**src/hdl/rpa_pkg.sv**
```systemverilog
package rpa_pkg;

    // Default sizing of the allocator.
    localparam int DEF_MAX_PAGES  = 4096;
    localparam int DEF_PAGE_BYTES = 4096;
    localparam int DEF_REF_BITS   = 16;

    // Fixed field widths of the ports.
    localparam int ADDR_W      = 64;
    localparam int CFG_CNT_W   = 13;
    localparam int REF_OUT_W   = 16;
    localparam int CFG_IDX_W   = 2;
    localparam int CFG_DATA_W  = 64;

    // Configuration register indexes.
    localparam logic [CFG_IDX_W-1:0] CFG_MEM_BASE   = 2'd0;
    localparam logic [CFG_IDX_W-1:0] CFG_PAGE_COUNT = 2'd1;
    localparam logic [CFG_IDX_W-1:0] CFG_RESERVED   = 2'd2;

    // Configuration reset values.
    localparam logic [ADDR_W-1:0]    MEM_BASE_RST   = 64'h0000_0000_8000_0000;
    localparam logic [CFG_CNT_W-1:0] PAGE_COUNT_RST = 13'd4096;
    localparam logic [CFG_CNT_W-1:0] RESERVED_RST   = 13'd0;

    // Operation codes.
    typedef enum logic [1:0] {
        FN_ALLOC    = 2'd0,
        FN_ADD_REF  = 2'd1,
        FN_DROP_REF = 2'd2,
        FN_INIT     = 2'd3
    } t_func;

    // Result status codes.
    typedef enum logic [2:0] {
        ST_OK         = 3'd0,
        ST_NONE_FREE  = 3'd1,
        ST_BAD_ADDR   = 3'd2,
        ST_UNDERFLOW  = 3'd3,
        ST_SATURATED  = 3'd4
    } t_status;

    // Sequencer states.
    typedef enum logic [1:0] {
        S_IDLE = 2'd0,
        S_READ = 2'd1,
        S_INIT = 2'd2,
        S_EXEC = 2'd3
    } t_state;

endpackage

```
**src/hdl/rpa_addr_dec.sv**
```systemverilog
module rpa_addr_dec #(
    parameter int MAX_PAGES  = 4096,
    parameter int PAGE_BYTES = 4096
) (
    input  logic [rpa_pkg::ADDR_W-1:0]         i_addr,
    input  logic [rpa_pkg::ADDR_W-1:0]         i_base,
    input  logic [$clog2(MAX_PAGES + 1)-1:0]   i_eff_count,
    output logic                               o_bad,
    output logic [$clog2(MAX_PAGES)-1:0]       o_idx
);
    import rpa_pkg::*;

    localparam int IDX_W = $clog2(MAX_PAGES);
    localparam int PB_W  = $clog2(PAGE_BYTES);
    localparam int PN_W  = ADDR_W - PB_W;

    logic              borrow;
    logic [ADDR_W-1:0] offset;
    logic [PN_W-1:0]   frame_no;
    logic [PN_W-1:0]   eff_ext;

    // Offset from the base; the borrow flags an address below the base.
    assign {borrow, offset} = {1'b0, i_addr} - {1'b0, i_base};
    assign frame_no         = offset[ADDR_W-1:PB_W];
    assign eff_ext          = PN_W'(i_eff_count);

    // Below the base, not page aligned, or past the managed range.
    assign o_bad = borrow | (|offset[PB_W-1:0]) | (frame_no >= eff_ext);
    assign o_idx = frame_no[IDX_W-1:0];

endmodule

```
**config.mk**
```make
export PLATFORM = sky130hd
export DESIGN_NAME = rpa_addr_dec
export DESIGN_NICKNAME = d
export VERILOG_FILES = /design/src/hdl/rpa_pkg.sv /design/src/hdl/rpa_addr_dec.sv
export SDC_FILE = /design/constraint.sdc
export NUM_CORES = 1
export LEC_CHECK = 0
export BUFFER_PORTS_ARGS = -buffer_cell sky130_fd_sc_hd__buf_4
export CAP_MARGIN = 20
export CORE_MARGIN = 2
export CORE_UTILIZATION = 45
export DETAILED_ROUTE_END_ITERATION = 8
export PLACE_DENSITY = 0.75
export SYNTH_ARGS = -nofsm -noshare
export SYNTH_HDL_FRONTEND = slang
export SYNTH_SLANG_ARGS = --single-unit
```
**constraint.sdc**
```tcl
create_clock -name vclk -period 7.02
set_input_delay 0.702 -clock vclk [all_inputs]
set_output_delay 0.702 -clock vclk [all_outputs]
set_load 0.005 [all_outputs]
```
Word level (Yosys, flattened, before mapping)
Index checks and enable logic that the tools add are counted. Widths: inputs -> output; s select.

Word-level logic and storage cells: 5. Flip-flop bits (word level): 0. Output and inout port bits: 13.

Reductions and logical operators: 1. Order comparisons: 1. Bitwise logic cells: 2. $add $sub $neg: 1.

Operators with widths (count): $sub 64x64->65 (1); $ge 52x13->1 (1); $reduce_or 12->1 (1); $or 1x1->1 (2).

Logic depth before layout (Yosys ltp)
Gate-level depths: netlist of the first run.

Depth after elaboration: 4. Depth in mapped cells: 23.

Worst setup path before layout of the first run
Ideal clock, no wire load.

Path type: input to output. From: input i_addr[0] (netlist bit). To: output o_bad. Setup slack: 1.314 ns. Required time: 6.318 ns. Cell stages on the path: 23. Arrival time: 5.004 ns. Path through: inv_1 > ha_1 > fa_1 > nor2b_4 > o31ai_2 > a31oi_1 > or2_1 > nand3_1 > nand2_1 > xor2_1 > ha_1 > and3_1 > nand4_1 > o32ai_1 > a221oi_1 > o221ai_1 > or4_1 > or3_1 > a311oi_2 > o2111a_1 > nand4_1 > nor4_1 > nand3_1.

Elaborated cells between the ends (all ways): 5. Classes of those cells: 1 x add/sub; 1 x order compare; 2 x bitwise; 1 x reduce/logical.

RTL lines: from (decl) (line rpa_addr_dec.sv:5) `input logic [rpa_pkg::ADDR_W-1:0] i_addr,`; $sub 64x64->65 (line rpa_addr_dec.sv:23) `assign {borrow, offset} = {1'b0, i_addr} - {1'b0, i_base};`; named net o_idx[8] (line rpa_addr_dec.sv:9) `output logic [$clog2(MAX_PAGES)-1:0] o_idx`; $ge 52x13->1 (line rpa_addr_dec.sv:28) `assign o_bad = borrow | (|offset[PB_W-1:0]) | (frame_no >= eff_ext);`; $or 1x1->1 (line rpa_addr_dec.sv:28); to (decl) (line rpa_addr_dec.sv:8) `output logic o_bad,`.

The timed path passes the listed nets, and every way through them passes these cells.

Worst setup path after layout of the first run
From: input i_base[3] (netlist bit). To: output o_bad.

Word-level cells in the longest chain between the ends: 4. Elaborated cells between the ends (all ways): 5. Classes of those cells: 1 x add/sub; 1 x order compare; 2 x bitwise; 1 x reduce/logical.

Ends and longest elaborated chain: from (decl) (line rpa_addr_dec.sv:6) `input logic [rpa_pkg::ADDR_W-1:0] i_base,`; $sub 64x64->65 * (line rpa_addr_dec.sv:23); branches (longest 2 deep; another with $ge 52x13->1); $or 1x1->1 * (line rpa_addr_dec.sv:28).

Mark *: on every way between the ends.

==> results of run 1 <==
critical path, cell delays in order:
cell and delay, ns:
buf_4 0.08, inv_1 0.03, ha_1 0.43, nand2_1 0.11, o21ai_1 0.29, o2111ai_1 0.25
a2111oi_2 0.61, nor2_1 0.11, xnor2_1 0.22, ha_1 0.29, nand4_1 0.14, o32ai_1 0.12
a221oi_1 0.23, o221ai_1 0.16, or4_1 0.50, or3_1 0.39, a311oi_2 0.19, o2111a_1 0.20
nand4_1 0.12, nor4_1 0.33, nand3_1 0.17, buf_4 0.17
layout make-up:
type	instances	area share (%)
multi-input combinational	649	72.0
inverter	99	6.14
tap	136	2.81
timing repair buffer	154	19.1
logic make-up after synthesis:
| group | Yosys count | share of synthesized area, % |
|---|---|---|
| AOI/OAI and AO/OA | 269 | 34.7 |
| buffers and inverters | 129 | 10.6 |
| xor gates and xnor gates | 38 | 6.83 |
| and+or+nand+nor | 258 | 26.4 |
| muxes | 6 | 1.28 |
| adders and majority gates | 78 | 20.2 |
metal layers:
metal  vias to the layer above  part of all wire (%)  track usage (%)
met3                        53                   7.0             2.77
met5                         -                     0                0
met2                       244                    46             49.2
met1                      2744                    43             35.5
li1                       3081                     -                -
met4                         0                   3.9             9.98
worst min-delay path by stage:
stage	startpoint	to	slack (ns)	depth (start not counted)
floorplan	i_addr[12]	o_idx[0]	1.66	2
global placement	i_addr[12]	o_idx[0]	1.97	4
detailed placement	i_addr[12]	o_idx[0]	1.95	4
CTS	i_addr[12]	o_idx[0]	1.95	4
global route	i_addr[12]	o_idx[0]	1.99	4
finish	i_addr[12]	o_idx[0]	1.95	4
metrics by stage:
| stage | total power [mW] | util (%) | setup slack [ns] | hold WS [ns] | instance area, sq um |
|---|---|---|---|---|---|
| global route | 0.625 | 58.1 | 0.134 | 1.99 | 6050 |
| CTS | 0.559 | 58.1 | 0.549 | 1.95 | 6050 |
| floorplan | 0.369 | - | 1.31 | 1.66 | 4870 |
| finish | 0.568 | 58.1 | 0.489 | 1.95 | 6050 |
| detailed placement | 0.556 | 58.1 | 0.561 | 1.95 | 6050 |
| global placement | 0.557 | 58.1 | 0.703 | 1.97 | 6050 |
placed cells by master (no fill, tap or decap), drive strengths merged, types with 9 or more instances in the layout:
| cell type | netlist | final |
|---|---|---|
| o21a | 11 | 11 |
| nor3 | 18 | 18 |
| o21ai | 66 | 66 |
| o21bai | 9 | 9 |
| a31oi | 16 | 16 |
| nand3 | 18 | 18 |
| ha | 77 | 77 |
| xnor2 | 22 | 22 |
| buf | 10 | 154 |
| and3 | 9 | 9 |
| a21oi | 89 | 89 |
| nor2 | 54 | 54 |
| nand4 | 25 | 25 |
| xor2 | 16 | 16 |
| inv | 99 | 99 |
| nand2 | 83 | 83 |
| a21o | 15 | 15 |
power by group through the flow:
stage | Combinational (mW) | Sequential (mW) | Clock [mW]
floorplan | 0.369 | 0 | 0
global placement | 0.557 | 0 | 0
detailed placement | 0.556 | 0 | 0
CTS | 0.559 | 0 | 0
global route | 0.625 | 0 | 0
finish | 0.568 | 0 | 0
==> impl_metrics.csv, run 1 <==
group,metric,value,unit
pwr,internal_power,0.247,mW
finish,n_clock_buffer,0,
timing,report.final.hold_viol_count,0,
placement,io_buffers,154,
floorplanning,die_y,108,um
finish,multi_input_area,4360,sq um
drt,routed_via_density,5.90,
pwr,vdd_ir_drop_max,0.0000425,V
worst_setup_path,crit_arrival,5.83,ns
finish,area_growth,24.2,%
timing,relSlewSlack,56.0,%
pwr,comb_power_share,100.0,%
worst_setup_path,worst-setup-path-type,"input port to output pin",
clock_network,cts_hold_buf,0,
placement,gp_congestion,1.03,
synthesis,synth_cell_types,69,
finish,fill_cells,1115,
synthesis,synth_top_area_cell,"ha_1",
finish,finalNonFillerCells,1038,
run,drv_cap,0,
worst_setup_path,cp-endpoint,"o_bad",
finish,regArea,0,sq um
timing,post-route-min-period,6.53,ns
pwr,power.density,93.8,nW/um^2
timing,rsz0062_at_grt,"false",
drt,firstDrtPassIters,5,
pwr,pwr-share-clk,0,%
worst_setup_path,cp_max_fo,9,
drt,drt.antenna.violating_nets,0,
synthesis,ys_top_cells_by_area,"ha_1 (20%), a21oi_1 (9.1%), inv_1 (7.6%)",
finish,drive_above_1_share,18.4,%
drt,drtIter0Drc,388,
pwr,power_switching_share,56.5,%
floorplanning,core,10400,sq um
timing,fin_setup_tns,0,ns
global_route,antenna_found_initial,0,
drt,drc_errors,0,
worst_hold_path,hold_class,"input port to output pin",
timing,fmax,153,MHz
synthesis,synth_fp_nets,997,
synthesis,synth_top_area_share,19.8,%
global_route,grt_pass1_wl,26900,um
synthesis,syn_area,4870,sq um
floorplanning,core.rowCount,37,
global_route,grt_start_max_net_pins,13,
finish,antennaDiodeCount,0,
clock_network,cts_resized,0,
global_route,grt_overflow,0,
synthesis,yosysSeqAreaShare,0,%
pwr,power_frac_seq,0,%
clock_network,postCtsSetupBuffers,0,
outcome,status,"complete, no violations",
timing,worst_pin_slew,0.653,ns
drt,wl_per_cell,16.3,um
worst_setup_path,end_kind,"output pin",
worst_setup_path,cp-startpoint,"i_base[3]",
worst_setup_path,worstPathRequired,6.32,ns
synthesis,synthesis.instances,778,
floorplanning,dieArea,11700,sq um
timing,report.final.slew_viol_count,0,
floorplanning,initial_utilization,46.8,%
pwr,leakage,2.97,nW
timing,min_period_over_period,93.0,%
worst_setup_path,cp-start-kind,"input port",
timing,setup_violations,0,
synthesis,yosysMostFrequentCell,"inv_1",
synthesis,synth_warnings,0,
floorplanning,io_pins,154,
finish,seq_cells,0,
placement,dp.cells,1038,
drt,drt-total-wl,16900,um
synthesis,synth_area_per_cell,6.26,sq um
synthesis,synthTopCellsByCount,"inv_1 (98), a21oi_1 (89), nand2_1 (83), ha_1 (77), nor2_1 (54)",
pwr,power.switching,0.321,mW
floorplanning,dieWidth,108,um
placement,dp_hpwl,14800,um
drt,vias,6122,
global_route,grt_pass1_vias,5748,
finish,finalNetCount,1123,
global_route,grt_usage,28.0,%
Power figures use the tool's default switching activity.
==> run 2, diff against run 1 <==
ABC_AREA = 1   (was not set)
PLACE_DENSITY = 0.71   (was 0.75)
==> run 2 against run 1 <==
Net effect:
- combinational power grew 20%
- worst setup slack better by 1.9 ns
- total power is 20% higher
- clock-buffer cell count is the same
- hold slack got worse by 0.019 ns
- via count rose by 44%
- synthesized area increased by 38%
- first-iteration DRC count is 66% higher
- maximum frequency is 41% higher
- core utilization is 2.4 points lower
- synthesized cell count is 84% higher
- sequential cell count is the same
- critical path type unchanged
- largest cell class unchanged
- highest routed layer unchanged
==> impl_metrics.csv, run 2 <==
group,metric,value,unit
drt,drtIter0Drc,646,
drt,drt.antenna.violating_nets,0,
pwr,power_switching_share,62.8,%
clock_network,cts_resized,0,
pwr,leakage,5.49,nW
synthesis,synth_cell_types,36,
worst_setup_path,slowest_stage,"ha_1",
synthesis,synth_warnings,0,
finish,regArea,0,sq um
synthesis,synth_area_per_cell,4.68,sq um
timing,report.final.slew_viol_count,0,
finish,fin_area,8100,sq um
finish,final_common_cell,"nand2_1",
global_route,grt_start_max_net_pins,8,
timing,setup_violations,0,
synthesis,synth_top_area_cell,"nand2_1",
pwr,pwr-share-clk,0,%
drt,drc_errors,0,
drt,firstDrtPassIters,7,
global_route,grt_usage,32.1,%
clock_network,postCtsSetupBuffers,0,
drt,wl_per_cell,14.8,um
global_route,grt_overflow,0,
synthesis,ys_top_cells_by_area,"nand2_1 (33%), inv_1 (21%), ha_1 (14%)",
pwr,power.density,84.4,nW/um^2
worst_setup_path,slowest_delay,0.36,ns
placement,place_area,8100,sq um
worst_setup_path,crit_arrival,3.94,ns
worst_hold_path,hold_class,"input port to output pin",
worst_setup_path,worst-setup-path-type,"input port to output pin",
pwr,power.switching,0.429,mW
worst_setup_path,end_kind,"output pin",
global_route,grt_pass1_wl,40900,um
global_route,grt_pass1_vias,8028,
finish,n_clock_buffer,0,
finish,finalNetCount,1810,
finish,antennaDiodeCount,0,
finish,fill_cells,1681,
run,drv_cap,0,
finish,multi_input_area,5250,sq um
worst_setup_path,cp-start-kind,"input port",
worst_setup_path,worstPathRequired,6.32,ns
worst_setup_path,worstPathCellList,"buf_4, ha_1, nand2_1, inv_1, nand2_1, nor2_1, nand4_1, nand3b_1, xor2_1, ha_1, a21oi_1, o21ai_0, a21oi_1, nor2_1, nor2_1, o211ai_1, nand2_1, nand3_1, nor2_1, nand2_1, buf_4",
synthesis,synth_fp_nets,1654,
pwr,comb_power_share,100.0,%
timing,worst_pin_slew,0.539,ns
finish,drive_above_1_share,13.2,%
synthesis,yosysMostFrequentCell,"nand2_1",
floorplanning,dieArea,15900,sq um
timing,min_period_over_period,66.1,%
finish,seq_cells,0,
drt,drt-total-wl,26200,um
worst_setup_path,cp_top_family,"simple AND/OR/NAND/NOR gates",
synthesis,syn_area,6710,sq um
timing,rsz0062_at_grt,"false",
floorplanning,core.rowCount,44,
floorplanning,io_pins,154,
floorplanning,dieWidth,126,um
timing,relSlewSlack,63.7,%
synthesis,synthTopCellsByCount,"nand2_1 (582), inv_1 (381), nor2_1 (117), ha_1 (77), a21oi_1 (63)",
timing,report.final.hold_viol_count,0,
timing,fmax,215,MHz
drt,routed_via_density,4.96,
pwr,internal_power,0.255,mW
drt,vias,8792,
synthesis,synthesis.instances,1435,
worst_setup_path,cp_max_fo,4,
finish,area_growth,20.6,%
pwr,vdd_ir_drop_max,0.0000370,V
timing,fin_setup_tns,0,ns
outcome,status,"complete, no violations",
finish,most-common-layout-cells,"nand2_1 (582), inv_1 (381), buf_4 (154)",
placement,gp_congestion,1.02,
floorplanning,core,14500,sq um
placement,dp_hpwl,24100,um
clock_network,cts_hold_buf,0,
global_route,antenna_found_initial,0,
worst_setup_path,critPathBufInv,3,
pwr,power_frac_seq,0,%
floorplanning,die_y,126,um
placement,io_buffers,154,
synthesis,yosysSeqAreaShare,0,%
synthesis,synth_top_area_share,32.5,%
floorplanning,initial_utilization,46.2,%
timing,post-route-min-period,4.64,ns
[run 2: changes by cell type in the layout (fill, tap and decap cells not counted), moves of 14 or more]
cell / previous run / this run
inv_1: 98 / 381
o21ai_1: 17 / 1
a21oi_1: 89 / 63
a31oi_1: 16 / 2
o21ai_0: 49 / 18
nor2_1: 54 / 117
nand2_2: 0 / 20
nand2_1: 83 / 582
nand3_1: 17 / 61
xnor2_1: 22 / 3
[run 2: power by group through the flow]
stage	sequential, mW	clock (mW)	combinational, mW
finish	0	0	0.683
global placement	0	0	0.665
global route	0	0	0.762
floorplan	0	0	0.426
detailed placement	0	0	0.670
CTS	0	0	0.674
[run 2: final timing paths]
kind                   start       end  slack, ns  cells after the start
hold / removal    i_addr[19]  o_idx[7]       1.93                      4
setup / recovery  i_addr[18]     o_bad       2.38                     21
[run 2: worst min-delay path, delay by kind of cell]
kind / cells / cell delay, ns
xor gates and xnor gates: 1 / 0.11
buffers and inverters: 2 / 0.22
adders and majority gates: 1 / 0.20
[run 2: layout make-up]
cell class	count	share of cell area (%)
Multi-Input combinational cell	1045	64.8
Inverter	390	18.1
Timing Repair Buffer	154	14.3
Tap cell	184	2.84
[run 2: logic make-up (layout without fill, tap and decap cells)]
| logic type | count (synthesis) | count (layout) | synth area share (%) |
|---|---|---|---|
| compound gates | 98 | 98 | 7.92 |
| buf+inv | 390 | 544 | 21.8 |
| fa+ha+maj | 78 | 78 | 14.6 |
| simple gates | 850 | 850 | 53.1 |
| xor+xnor | 19 | 19 | 2.48 |
[run 2: routing by layer]
metal / wire [um] / GRT usage [%] / vias to the layer above
met5: 0 / 0 / -
met4: 449 / 4.40 / 0
met3: 1930 / 2.46 / 25
met2: 11900 / 56.3 / 342
met1: 11900 / 43.9 / 3843
li1: - / - / 4582
[run 2: per-stage QoR]
stage	total power, mW	utilization (%)	cells	hold slack (ns)	setup slack (ns)
finish	0.683	55.7	1773	1.93	2.38
global route	0.762	55.7	1773	1.96	2.16
CTS	0.674	55.7	1773	1.93	2.38
detailed placement	0.670	55.7	1773	1.93	2.39
global placement	0.665	55.7	1773	1.93	2.48
floorplan	0.426	-	1435	1.67	3.21
==> run 3, diff against run 2 <==
clock period = 4.8 ns   (was 7.02 ns; I/O delays follow)
==> run 3 against run 2 <==
Net effect:
- non-clock buffer count unchanged
- core utilization did not move
- sequential share of layout area unchanged
- routed wire length increased by 0.82%
- total power up 46%
- via count is 0.76% lower
- final cell count is the same
- combinational power grew 46%
- sequential cell count stayed put
- critical path depth unchanged
- critical path type unchanged
- largest cell class unchanged
==> impl_metrics.csv, run 3 (synthesis gave the netlist of run 2 again) <==
group,metric,value,unit
finish,antennaDiodeCount,0,
pwr,power.density,124,nW/um^2
clock_network,cts_hold_buf,0,
timing,fmax,237,MHz
clock_network,postCtsSetupBuffers,0,
global_route,grt_overflow,0,
timing,worst_pin_slew,0.431,ns
outcome,status,"complete, no violations",
timing,report.final.hold_viol_count,0,
worst_setup_path,worst-setup-path-type,"input port to output pin",
floorplanning,dieWidth,126,um
timing,min_period_over_period,87.8,%
global_route,grt_pass1_wl,40900,um
drt,drc_errors,0,
worst_setup_path,cp-startpoint,"i_addr[18]",
timing,fin_setup_tns,0,ns
drt,routed_via_density,4.92,
worst_hold_path,min-delay-start,"i_addr[18]",
floorplanning,core.rowCount,44,
floorplanning,io_pins,154,
worst_setup_path,crit_arrival,3.73,ns
finish,finalNonFillerCells,1773,
drt,drtIter0Drc,590,
worst_setup_path,cp-start-kind,"input port",
global_route,grt_usage,32.3,%
pwr,comb_power_share,100.0,%
pwr,internal_power,0.372,mW
global_route,antenna_found_initial,0,
clock_network,cts_resized,0,
pwr,power_frac_seq,0,%
timing,post-route-min-period,4.21,ns
pwr,power.switching,0.628,mW
pwr,leakage,5.49,nW
worst_setup_path,end_kind,"output pin",
worst_hold_path,hold_class,"input port to output pin",
global_route,grt_pass1_vias,8129,
worst_setup_path,cp_max_fo,4,
run,drv_cap,0,
finish,regArea,0,sq um
placement,io_buffers,154,
drt,vias,8725,
floorplanning,core,14500,sq um
worst_setup_path,worstPathRequired,4.32,ns
finish,seq_cells,0,
timing,worst_slack,0.585,ns
finish,most-common-layout-cells,"nand2_1 (582), inv_1 (381), buf_4 (154)",
floorplanning,initial_utilization,46.2,%
drt,drt.antenna.violating_nets,0,
finish,area_growth,20.6,%
pwr,power_switching_share,62.8,%
finish,n_clock_buffer,0,
pwr,vdd_ir_drop_max,0.0000626,V
drt,drt-total-wl,26400,um
drt,wl_per_cell,14.9,um
timing,rsz0062_at_grt,"false",
finish,drive_above_1_share,13.2,%
global_route,grt_start_max_net_pins,8,
placement,dp.cells,1773,
placement,dp_hpwl,24300,um
timing,setup_violations,0,
placement,gp_congestion,1.04,
finish,finalNetCount,1810,
floorplanning,die_y,126,um
placement,place_ws,0.661,ns
floorplanning,dieArea,15900,sq um
timing,report.final.slew_viol_count,0,
finish,final_common_cell,"nand2_1",
pwr,pwr-share-clk,0,%
timing,relSlewSlack,71.2,%
drt,firstDrtPassIters,6,
## run 3: cell counts in the layout (fill, tap and decap cells not counted)
No cell type changed its count.
## run 3: cell type report
| class | instances | area (sq um) |
|---|---|---|
| repair buffers | 154 | 1160 |
| multi-input cells | 1045 | 5250 |
| well taps | 184 | 230 |
| inverters | 390 | 1460 |
| fillers | 1654 | 6430 |
## run 3: final timing paths
kind                       end  slack, ns  depth (start not counted)
worst max-delay path     o_bad       0.59                         21
worst min-delay path  o_idx[6]       1.50                          4
## run 3: power groups by stage
stage,combinational (mW),clock (mW),sequential (mW)
6_report,1.00,0,0
2_1_floorplan,0.623,0,0
3_5_place_dp,0.983,0,0
3_3_place_gp,0.978,0,0
5_1_grt,1.12,0,0
4_1_cts,0.988,0,0
## run 3: critical path: stages
cell      delay (ns)
buf_4           0.11
ha_1            0.36
nand2_1         0.12
inv_1           0.09
nand2_1         0.13
nor2_1          0.29
nand4_1         0.21
nand3b_1        0.27
xor2_1          0.28
ha_1            0.29
a21oi_1         0.14
o21ai_0         0.10
a21oi_1         0.14
nor2_1          0.05
nor2_1          0.10
o211ai_1        0.11
nand2_1         0.09
nand3_1         0.07
nor2_1          0.11
nand2_1         0.07
buf_4           0.13
## run 3: routing by layer
metal / global-route usage [%] / part of all wire (%)
met5: 0 / 0
met4: 12.7 / 4.8
met3: 5.65 / 8.5
met2: 55.1 / 45
met1: 40.3 / 42
## run 3: through the flow
step | cell area, sq um | hold WS, ns | util (%) | total power, mW
floorplan | 6710 | 1.22 | - | 0.623
global placement | 8100 | 1.50 | 55.7 | 0.978
detailed placement | 8100 | 1.50 | 55.7 | 0.983
CTS | 8100 | 1.50 | 55.7 | 0.988
global route | 8100 | 1.53 | 55.7 | 1.12
finish | 8100 | 1.50 | 55.7 | 1.00
